File: src/hdl/pidc_pkg.sv
// Shared types and constants of the PID step block.
// No dependencies; used by every module of the block but the queue.
package pidc_pkg;

  localparam int DATA_W     = 16;
  localparam int ERR_W      = DATA_W + 1;
  localparam int SUM_W      = 32;
  localparam int PROD_PD_W  = DATA_W + ERR_W;
  localparam int PROD_I_W   = DATA_W + SUM_W;
  localparam int ACC_W      = PROD_I_W + 2;

  localparam logic [DATA_W-1:0] DRIVE_MAX = 16'hFFFF;

  localparam int MID_DEPTH_DEF = 4;
  localparam int OUT_DEPTH_DEF = 4;

  // configuration port
  localparam int CFG_ADDR_W = 4;
  localparam int CFG_DATA_W = 32;
  localparam logic [1:0] REG_KP = 2'd0;
  localparam logic [1:0] REG_KI = 2'd1;
  localparam logic [1:0] REG_KD = 2'd2;

  typedef struct packed {
    logic signed [DATA_W-1:0] kp;
    logic signed [DATA_W-1:0] ki;
    logic signed [DATA_W-1:0] kd;
  } gains_t;

  // one classified sample, handed from front to back
  typedef struct packed {
    logic                     first;
    logic signed [ERR_W-1:0]  err;
    logic signed [SUM_W-1:0]  isum;
    logic signed [ERR_W-1:0]  delta;
  } task_t;

endpackage

File: src/hdl/pidc_fifo.sv
// Small first-word-fall-through queue built from flops.
// No package dependency; DEPTH must be a power of two, at least 2.
module pidc_fifo #(
  parameter int WIDTH = 8,
  parameter int DEPTH = 4
) (
  input  logic                       clk,
  input  logic                       rst_n,
  input  logic                       push,
  input  logic [WIDTH-1:0]           wdata,
  output logic                       full,
  input  logic                       pop,
  output logic [WIDTH-1:0]           rdata,
  output logic                       empty,
  output logic [$clog2(DEPTH+1)-1:0] count
);

  localparam int PTR_W = $clog2(DEPTH);
  localparam int CNT_W = $clog2(DEPTH+1);

  logic [WIDTH-1:0] slot_r [DEPTH];
  logic [PTR_W-1:0] wr_ptr_r, wr_ptr_nxt;
  logic [PTR_W-1:0] rd_ptr_r, rd_ptr_nxt;
  logic [CNT_W-1:0] count_r, count_nxt;
  logic             do_push, do_pop;

  assign full    = (count_r == CNT_W'(DEPTH));
  assign empty   = (count_r == '0);
  assign count   = count_r;
  assign rdata   = slot_r[rd_ptr_r];
  assign do_push = push && !full;
  assign do_pop  = pop && !empty;

  // pointer and fill bookkeeping
  always_comb begin
    wr_ptr_nxt = wr_ptr_r + PTR_W'(do_push);
    rd_ptr_nxt = rd_ptr_r + PTR_W'(do_pop);
    count_nxt  = count_r + CNT_W'(do_push) - CNT_W'(do_pop);
  end

  always_ff @(posedge clk) begin
    if (!rst_n) begin
      wr_ptr_r <= '0;
      rd_ptr_r <= '0;
      count_r  <= '0;
    end else begin
      wr_ptr_r <= wr_ptr_nxt;
      rd_ptr_r <= rd_ptr_nxt;
      count_r  <= count_nxt;
    end
  end

  // storage, no reset needed
  always_ff @(posedge clk) begin
    if (do_push) begin
      slot_r[wr_ptr_r] <= wdata;
    end
  end

endmodule

File: src/hdl/pidc_cfg.sv
// APB-style register file holding the three PID gains.
// Depends on pidc_pkg for the register codes and the gains struct.
module pidc_cfg (
  input  logic                                clk,
  input  logic                                rst_n,
  input  logic                                psel,
  input  logic                                penable,
  input  logic                                pwrite,
  input  logic [pidc_pkg::CFG_ADDR_W-1:0]     paddr,
  input  logic [pidc_pkg::CFG_DATA_W-1:0]     pwdata,
  output logic [pidc_pkg::CFG_DATA_W-1:0]     prdata,
  output logic                                pready,
  output pidc_pkg::gains_t                    gains
);

  pidc_pkg::gains_t gains_r, gains_nxt;
  logic [1:0]       reg_idx;
  logic             wr_en;

  assign pready  = 1'b1;
  assign reg_idx = paddr[3:2];
  assign wr_en   = psel && penable && pwrite;
  assign gains   = gains_r;

  // register write decode; bits above 15 are dropped
  always_comb begin
    gains_nxt = gains_r;
    if (wr_en) begin
      case (reg_idx)
        pidc_pkg::REG_KP: gains_nxt.kp = pwdata[pidc_pkg::DATA_W-1:0];
        pidc_pkg::REG_KI: gains_nxt.ki = pwdata[pidc_pkg::DATA_W-1:0];
        pidc_pkg::REG_KD: gains_nxt.kd = pwdata[pidc_pkg::DATA_W-1:0];
        default: gains_nxt = gains_r;
      endcase
    end
  end

  always_ff @(posedge clk) begin
    if (!rst_n) begin
      gains_r <= '0;
    end else begin
      gains_r <= gains_nxt;
    end
  end

  // read back, sign-extended
  always_comb begin
    case (reg_idx)
      pidc_pkg::REG_KP: prdata = pidc_pkg::CFG_DATA_W'(gains_r.kp);
      pidc_pkg::REG_KI: prdata = pidc_pkg::CFG_DATA_W'(gains_r.ki);
      pidc_pkg::REG_KD: prdata = pidc_pkg::CFG_DATA_W'(gains_r.kd);
      default:          prdata = '0;
    endcase
  end

endmodule

File: src/hdl/pidc_front.sv
// Front end: takes samples, keeps the loop state, classifies each item.
// Depends on pidc_pkg for the task record and widths.
module pidc_front (
  input  logic                             clk,
  input  logic                             rst_n,
  input  logic                             accept,
  input  logic signed [pidc_pkg::DATA_W-1:0] setpoint,
  input  logic signed [pidc_pkg::DATA_W-1:0] measurement,
  output pidc_pkg::task_t                  task_out
);

  localparam int DW = pidc_pkg::DATA_W;
  localparam int EW = pidc_pkg::ERR_W;
  localparam int SW = pidc_pkg::SUM_W;

  logic                 armed_r, armed_nxt;
  logic signed [SW-1:0] isum_r, isum_nxt;
  logic signed [DW-1:0] last_meas_r, last_meas_nxt;

  logic signed [EW-1:0] err;
  logic signed [EW-1:0] delta;
  logic signed [SW:0]   sum_wide;
  logic signed [SW-1:0] sum_sat;

  // error, measurement change, saturating integral
  always_comb begin
    err      = EW'(setpoint) - EW'(measurement);
    delta    = EW'(measurement) - EW'(last_meas_r);
    sum_wide = (SW+1)'(isum_r) + (SW+1)'(err);
    if (sum_wide[SW] != sum_wide[SW-1]) begin
      sum_sat = sum_wide[SW] ? {1'b1, {(SW-1){1'b0}}} : {1'b0, {(SW-1){1'b1}}};
    end else begin
      sum_sat = sum_wide[SW-1:0];
    end
  end

  // state update; the arming item leaves the integral alone
  always_comb begin
    armed_nxt     = armed_r;
    isum_nxt      = isum_r;
    last_meas_nxt = last_meas_r;
    if (accept) begin
      armed_nxt = 1'b1;
      if (!armed_r) begin
        last_meas_nxt = '0;
      end else begin
        isum_nxt      = sum_sat;
        last_meas_nxt = measurement;
      end
    end
  end

  always_ff @(posedge clk) begin
    if (!rst_n) begin
      armed_r     <= 1'b0;
      isum_r      <= '0;
      last_meas_r <= '0;
    end else begin
      armed_r     <= armed_nxt;
      isum_r      <= isum_nxt;
      last_meas_r <= last_meas_nxt;
    end
  end

  assign task_out.first = !armed_r;
  assign task_out.err   = err;
  assign task_out.isum  = sum_sat;
  assign task_out.delta = delta;

endmodule

File: src/hdl/pidc_back.sv
// Back end: three products in one stage, then sum and clamp into the result queue.
// Depends on pidc_pkg for the task record, gains and widths.
module pidc_back #(
  parameter int OUT_DEPTH = pidc_pkg::OUT_DEPTH_DEF
) (
  input  logic                             clk,
  input  logic                             rst_n,
  input  pidc_pkg::gains_t                 gains,
  input  pidc_pkg::task_t                  task_in,
  input  logic                             task_empty,
  output logic                             task_pop,
  input  logic [$clog2(OUT_DEPTH+1)-1:0]   out_count,
  output logic                             res_push,
  output logic [pidc_pkg::DATA_W-1:0]      res_drive
);

  localparam int PW    = pidc_pkg::PROD_PD_W;
  localparam int IW    = pidc_pkg::PROD_I_W;
  localparam int AW    = pidc_pkg::ACC_W;
  localparam int DW    = pidc_pkg::DATA_W;
  localparam int CNT_W = $clog2(OUT_DEPTH+1);

  logic                 s1_v_r;
  logic                 s1_first_r;
  logic signed [PW-1:0] prod_p_r;
  logic signed [IW-1:0] prod_i_r;
  logic signed [PW-1:0] prod_d_r;
  logic [CNT_W:0]       pending;
  logic signed [AW-1:0] acc;
  logic [DW-1:0]        drive;

  // issue only when the result queue has room for everything in flight
  assign pending  = (CNT_W+1)'(out_count) + (CNT_W+1)'(s1_v_r);
  assign task_pop = !task_empty && (pending < (CNT_W+1)'(OUT_DEPTH));

  always_ff @(posedge clk) begin
    if (!rst_n) begin
      s1_v_r <= 1'b0;
    end else begin
      s1_v_r <= task_pop;
    end
  end

  // product stage
  always_ff @(posedge clk) begin
    if (task_pop) begin
      s1_first_r <= task_in.first;
      prod_p_r   <= PW'(gains.kp) * PW'(task_in.err);
      prod_i_r   <= IW'(gains.ki) * IW'(task_in.isum);
      prod_d_r   <= PW'(gains.kd) * PW'(task_in.delta);
    end
  end

  // exact sum and clamp to the drive range; the first item drives zero
  always_comb begin
    acc = AW'(prod_p_r) + AW'(prod_i_r) - AW'(prod_d_r);
    if (s1_first_r || acc[AW-1]) begin
      drive = '0;
    end else if (acc[AW-2:DW] != '0) begin
      drive = pidc_pkg::DRIVE_MAX;
    end else begin
      drive = acc[DW-1:0];
    end
  end

  assign res_push  = s1_v_r;
  assign res_drive = drive;

endmodule

File: src/hdl/pid_controller_step.sv
// PID step, derivative on measurement. The front classifies each sample into
// a queue, then come the product stage and the sum/clamp into the result queue.
// Throughput: one item per cycle while the result queue has room, set by the single product stage.
// Reset: synchronous, active low; clears gains, arming, integral, queues.
module pid_controller_step #(
  parameter int MID_DEPTH = pidc_pkg::MID_DEPTH_DEF,
  parameter int OUT_DEPTH = pidc_pkg::OUT_DEPTH_DEF
) (
  input  logic                                 clk,
  input  logic                                 rst_n,
  // sample queue side
  input  logic                                 push,
  output logic                                 full,
  input  logic signed [pidc_pkg::DATA_W-1:0]   in_setpoint,
  input  logic signed [pidc_pkg::DATA_W-1:0]   in_measurement,
  // result queue side
  output logic                                 empty,
  input  logic                                 pop,
  output logic [pidc_pkg::DATA_W-1:0]          out_drive,
  // configuration
  input  logic                                 psel,
  input  logic                                 penable,
  input  logic                                 pwrite,
  input  logic [pidc_pkg::CFG_ADDR_W-1:0]      paddr,
  input  logic [pidc_pkg::CFG_DATA_W-1:0]      pwdata,
  output logic [pidc_pkg::CFG_DATA_W-1:0]      prdata,
  output logic                                 pready
);

  localparam int TW = $bits(pidc_pkg::task_t);

  pidc_pkg::gains_t                 gains;
  pidc_pkg::task_t                  front_task;
  pidc_pkg::task_t                  back_task;
  logic [TW-1:0]                    back_task_bits;
  logic                             accept;
  logic                             mid_empty;
  logic                             mid_pop;
  logic [$clog2(MID_DEPTH+1)-1:0]   mid_count;
  logic [$clog2(OUT_DEPTH+1)-1:0]   out_count;
  logic                             res_push;
  logic [pidc_pkg::DATA_W-1:0]      res_drive;
  logic                             out_full;

  assign accept    = push && !full;
  assign back_task = pidc_pkg::task_t'(back_task_bits);

  pidc_cfg u_cfg (
    .clk     (clk),
    .rst_n   (rst_n),
    .psel    (psel),
    .penable (penable),
    .pwrite  (pwrite),
    .paddr   (paddr),
    .pwdata  (pwdata),
    .prdata  (prdata),
    .pready  (pready),
    .gains   (gains)
  );

  pidc_front u_front (
    .clk         (clk),
    .rst_n       (rst_n),
    .accept      (accept),
    .setpoint    (in_setpoint),
    .measurement (in_measurement),
    .task_out    (front_task)
  );

  // queue between front and back
  pidc_fifo #(
    .WIDTH (TW),
    .DEPTH (MID_DEPTH)
  ) u_mid_q (
    .clk   (clk),
    .rst_n (rst_n),
    .push  (accept),
    .wdata (front_task),
    .full  (full),
    .pop   (mid_pop),
    .rdata (back_task_bits),
    .empty (mid_empty),
    .count (mid_count)
  );

  pidc_back #(
    .OUT_DEPTH (OUT_DEPTH)
  ) u_back (
    .clk        (clk),
    .rst_n      (rst_n),
    .gains      (gains),
    .task_in    (back_task),
    .task_empty (mid_empty),
    .task_pop   (mid_pop),
    .out_count  (out_count),
    .res_push   (res_push),
    .res_drive  (res_drive)
  );

  // result queue; back end never pushes into a full one
  pidc_fifo #(
    .WIDTH (pidc_pkg::DATA_W),
    .DEPTH (OUT_DEPTH)
  ) u_out_q (
    .clk   (clk),
    .rst_n (rst_n),
    .push  (res_push && !(mid_count == '1 && out_full)),
    .wdata (res_drive),
    .full  (out_full),
    .pop   (pop),
    .rdata (out_drive),
    .empty (empty),
    .count (out_count)
  );

endmodule

File: config.mk
export PLATFORM = sky130hd
export DESIGN_NAME = pid_controller_step
export DESIGN_NICKNAME = d
export VERILOG_FILES = /design/src/hdl/pidc_pkg.sv /design/src/hdl/pidc_fifo.sv /design/src/hdl/pidc_cfg.sv /design/src/hdl/pidc_front.sv /design/src/hdl/pidc_back.sv /design/src/hdl/pid_controller_step.sv
export SDC_FILE = /design/constraint.sdc
export NUM_CORES = 2
export LEC_CHECK = 0
export BUFFER_PORTS_ARGS = -buffer_cell sky130_fd_sc_hd__buf_2
export CORE_ASPECT_RATIO = 0.5
export CORE_MARGIN = 1.5
export CORE_UTILIZATION = 65
export DETAILED_ROUTE_END_ITERATION = 16
export PLACE_DENSITY = 0.83
export SLEW_MARGIN = 10
export SYNTH_ARGS = -nofsm -noshare
export SYNTH_HDL_FRONTEND = slang
export SYNTH_SLANG_ARGS = --single-unit
File: constraint.sdc
create_clock -name clk -period 14 [get_ports clk]
set_input_delay 1.4 -clock clk [delete_from_list [all_inputs] [get_ports clk]]
set_output_delay 1.4 -clock clk [all_outputs]
set_load 0.05 [all_outputs]
==> run_results.csv <==
group,metric,value,unit
pwr,total_power,11000,uW
synth,ys_warn_count,0,
synth,synth.top_cell.area_share,32.8,%
routing,dr.pass1.iters,6,
routing,drc,0,
place,place_area,67900,um2
timing,finalSetupViolCount,0,
grt,grt_max_degree,94,
clocking,postCtsSetupBuffers,0,
timing,period_share,64.6,%
routing,avgViaCountPerCell,5.95,
place,port-buffer-count,106,
worst_setup_path,endpoint_kind,"register",
worst_setup_path,cpPeakStageDelay,810,ps
place,dp_hpwl,128000,um
floorplan,rows,82,
clocking,numCtsBuffers,51,
clocking,cts-root-buf,"clkbuf_16",
final_layout,design_area,69500,um2
timing,rsz0062_at_grt,"no",
timing,timing.fmax,111,MHz
floorplan,core_area,101000,um2
grt,grt.met1_usage,44.0,%
final_layout,drive_gt1_share,5.66,%
timing,min_period,9040,ps
final_layout,syn_to_final_growth,4.46,%
worst_setup_path,worstPathMaxFanout,39,
grt,grt_pass1_wl,272000,um
synth,yosysSeqAreaShare,23.5,%
synth,avgSynthCellArea,10.0,um2
routing,drt_wl_total,167000,um
clocking,postCtsResizedCells,0,
final_layout,layout_common_cells,"1,442 x inv_1, 1,091 x fa_1, 848 x nand2_1",
timing,slew_headroom,19.6,%
routing,antenna_left,0,
pwr,leakagePower,0.0326,uW
routing,routedWlPerCell,21.1,um
timing,hold_ws,462,ps
worst_setup_path,cpMostUsedCell,"fa_1",
grt,grt.total_usage,33.2,%
clocking,cts_tree,"done",
clocking,insertion_delay,700,ps
clocking,clock-sinks,559,
clocking,clk_path_buf_depth,3,
floorplan,dieArea,104000,um2
min_path,hold_path.class,"register to register",
place,gp_congestion,0.961,
final_layout,fin_nets,8097,
synth,yosys.area.top_type,"fa_1",
floorplan,start_util,66.0,%
grt,grt_use_met2,53.0,%
synth,ys_seq_elements,559,
grt,busiest_layer,"met2",
worst_setup_path,arrival,9480,ps
synth,syn_area,66600,um2
grt,grt.overflow.total,0,
routing,dr_total_vias,47100,
worst_setup_path,critPathSlowestCell,"mux4_2",
floorplan,die_w,456,um
pwr,peakVddDrop,0.000251,V
clocking,h-tree-depth,2,
worst_setup_path,required,14440,ps
synth,synthFlopType,"edfxtp_1",
timing,hold_viol,0,
pwr,powerDensity,159,nW/um2
timing,slew_violations,0,
worst_setup_path,cp-start-kind,"register",
synth,synthArstFlopShare,0,%
synth,synth.distinct_cells,99,
floorplan,io_pins,126,
timing,max_slew.worst_pin.slew,1180,ps
grt,grt_use_met3,10.1,%
grt,grt_pass1_vias,51200,
synth,syn_inst,6632,
job,maxCapViolCount,0,
final_layout,layout_commonest_cell,"inv_1",
synth,synth_fp_nets,8203,
floorplan,die_y,229,um
timing,setup_tns,0,ps
worst_setup_path,worstSetupPathType,"register to register",
grt,antenna_found_initial,9,
synth,synth-edff-count,447,
final_layout,nFillCells,7095,
synth,yosys-top-cells-area,"fa_1 33%, edfxtp_1 20%, inv_1 8.1%",
clocking,hold_buffers,0,
clocking,clkTransAtPathRegs,70,ps
timing,finClkSkew,64.1,ps
routing,first_iter_violations,4612,
run_status,outcome,"completed",
-- critical path, delay by kind of cell (launching register included) --
family,cells,cell delay (ps)
AO/OA/AOI/OAI,8,2410
XOR/XNOR,1,160
adder cells (fa/ha/maj),7,3310
buffers and inverters,5,900
flip-flops,1,740
multiplexers,1,810
AND/OR/NAND/NOR,3,460
-- routing by layer --
layer | up-vias | wire length (um)
met4 | 10 | 5540
met3 | 423 | 20300
met2 | 2509 | 76100
li1 | 20500 | -
met5 | - | 79
met1 | 23700 | 65100
-- registers in the layout, summed over array words and instances (netlist names), 3 cells and up --
signal / cells
u_front.last_meas_r: 16
u_mid_q.count: 3
u_cfg.gains: 48
u_back.prod_i_r: 48
u_back.prod_d_r: 33
u_out_q.count: 3
u_out_q.slot_r: 64
u_back.prod_p_r: 33
u_front.isum_r: 32
u_mid_q.slot_r: 268
-- final timing paths --
path / startpoint / slack [ps] / cells past startpoint / end
max reg2reg: u_mid_q.rd_ptr_r[0] / 4960 / 25 / u_back.prod_i_r[47]
min reg2reg: u_front.isum_r[19] / 460 / 2 / u_front.isum_r[19]
max: u_mid_q.rd_ptr_r[0] / 4960 / 25 / u_back.prod_i_r[47]
min: u_front.isum_r[19] / 460 / 2 / u_front.isum_r[19]
-- power by group --
group	internal (uW)	switching, uW
registers	2430	241
logic	2280	4640
clock network	751	687
-- Yosys cell counts, types with 55 or more instances --
library cell / n
inv_1: 1442
fa_1: 1091
nand2_1: 848
edfxtp_1: 447
and2_1: 431
ha_1: 405
clkbuf_1: 218
nor2_1: 206
a21oi_1: 172
xnor2_1: 151
o21ai_0: 150
dfxtp_1: 112
mux4_2: 83
a21o_1: 79
a21boi_0: 76
nand3_1: 58
nor3_1: 56
xor2_1: 55
-- final cells by class --
class | instances | area (um2) | share of cell area, %
inverters | 1443 | 5420 | 7.79
diodes | 1 | 2.50 | 0.00360
multi-input cells | 4329 | 44300 | 63.7
flip-flops and latches | 559 | 15700 | 22.5
well taps | 1344 | 1680 | 2.42
clock buffers | 66 | 1380 | 1.99
clock inverters | 29 | 309 | 0.444
repair buffers | 142 | 801 | 1.15
-- metrics by stage --
stage	util (%)	setup slack [ps]	instances
2_1_floorplan	-	5890	6632
3_3_place_gp	67.3	5030	7817
3_5_place_dp	67.3	4770	7817
4_1_cts	69.0	4910	7912
5_1_grt	69.0	4390	7912
6_report	69.0	4960	7913
-- logic make-up (layout without fill, tap and decap cells) --
kind of cell	count (synthesis)	count (layout)	synth area share, %
muxes	103	103	3.11
other	1	2	0.00563
AOI/OAI and AO/OA	733	733	7.39
adders and majority gates	1506	1506	40.6
and+or+nand+nor	1780	1780	12.6
buffers and inverters	1744	1680	10.0
xor gates and xnor gates	206	206	2.71
DFF	559	559	23.5
Power figures use the tool's default switching activity.
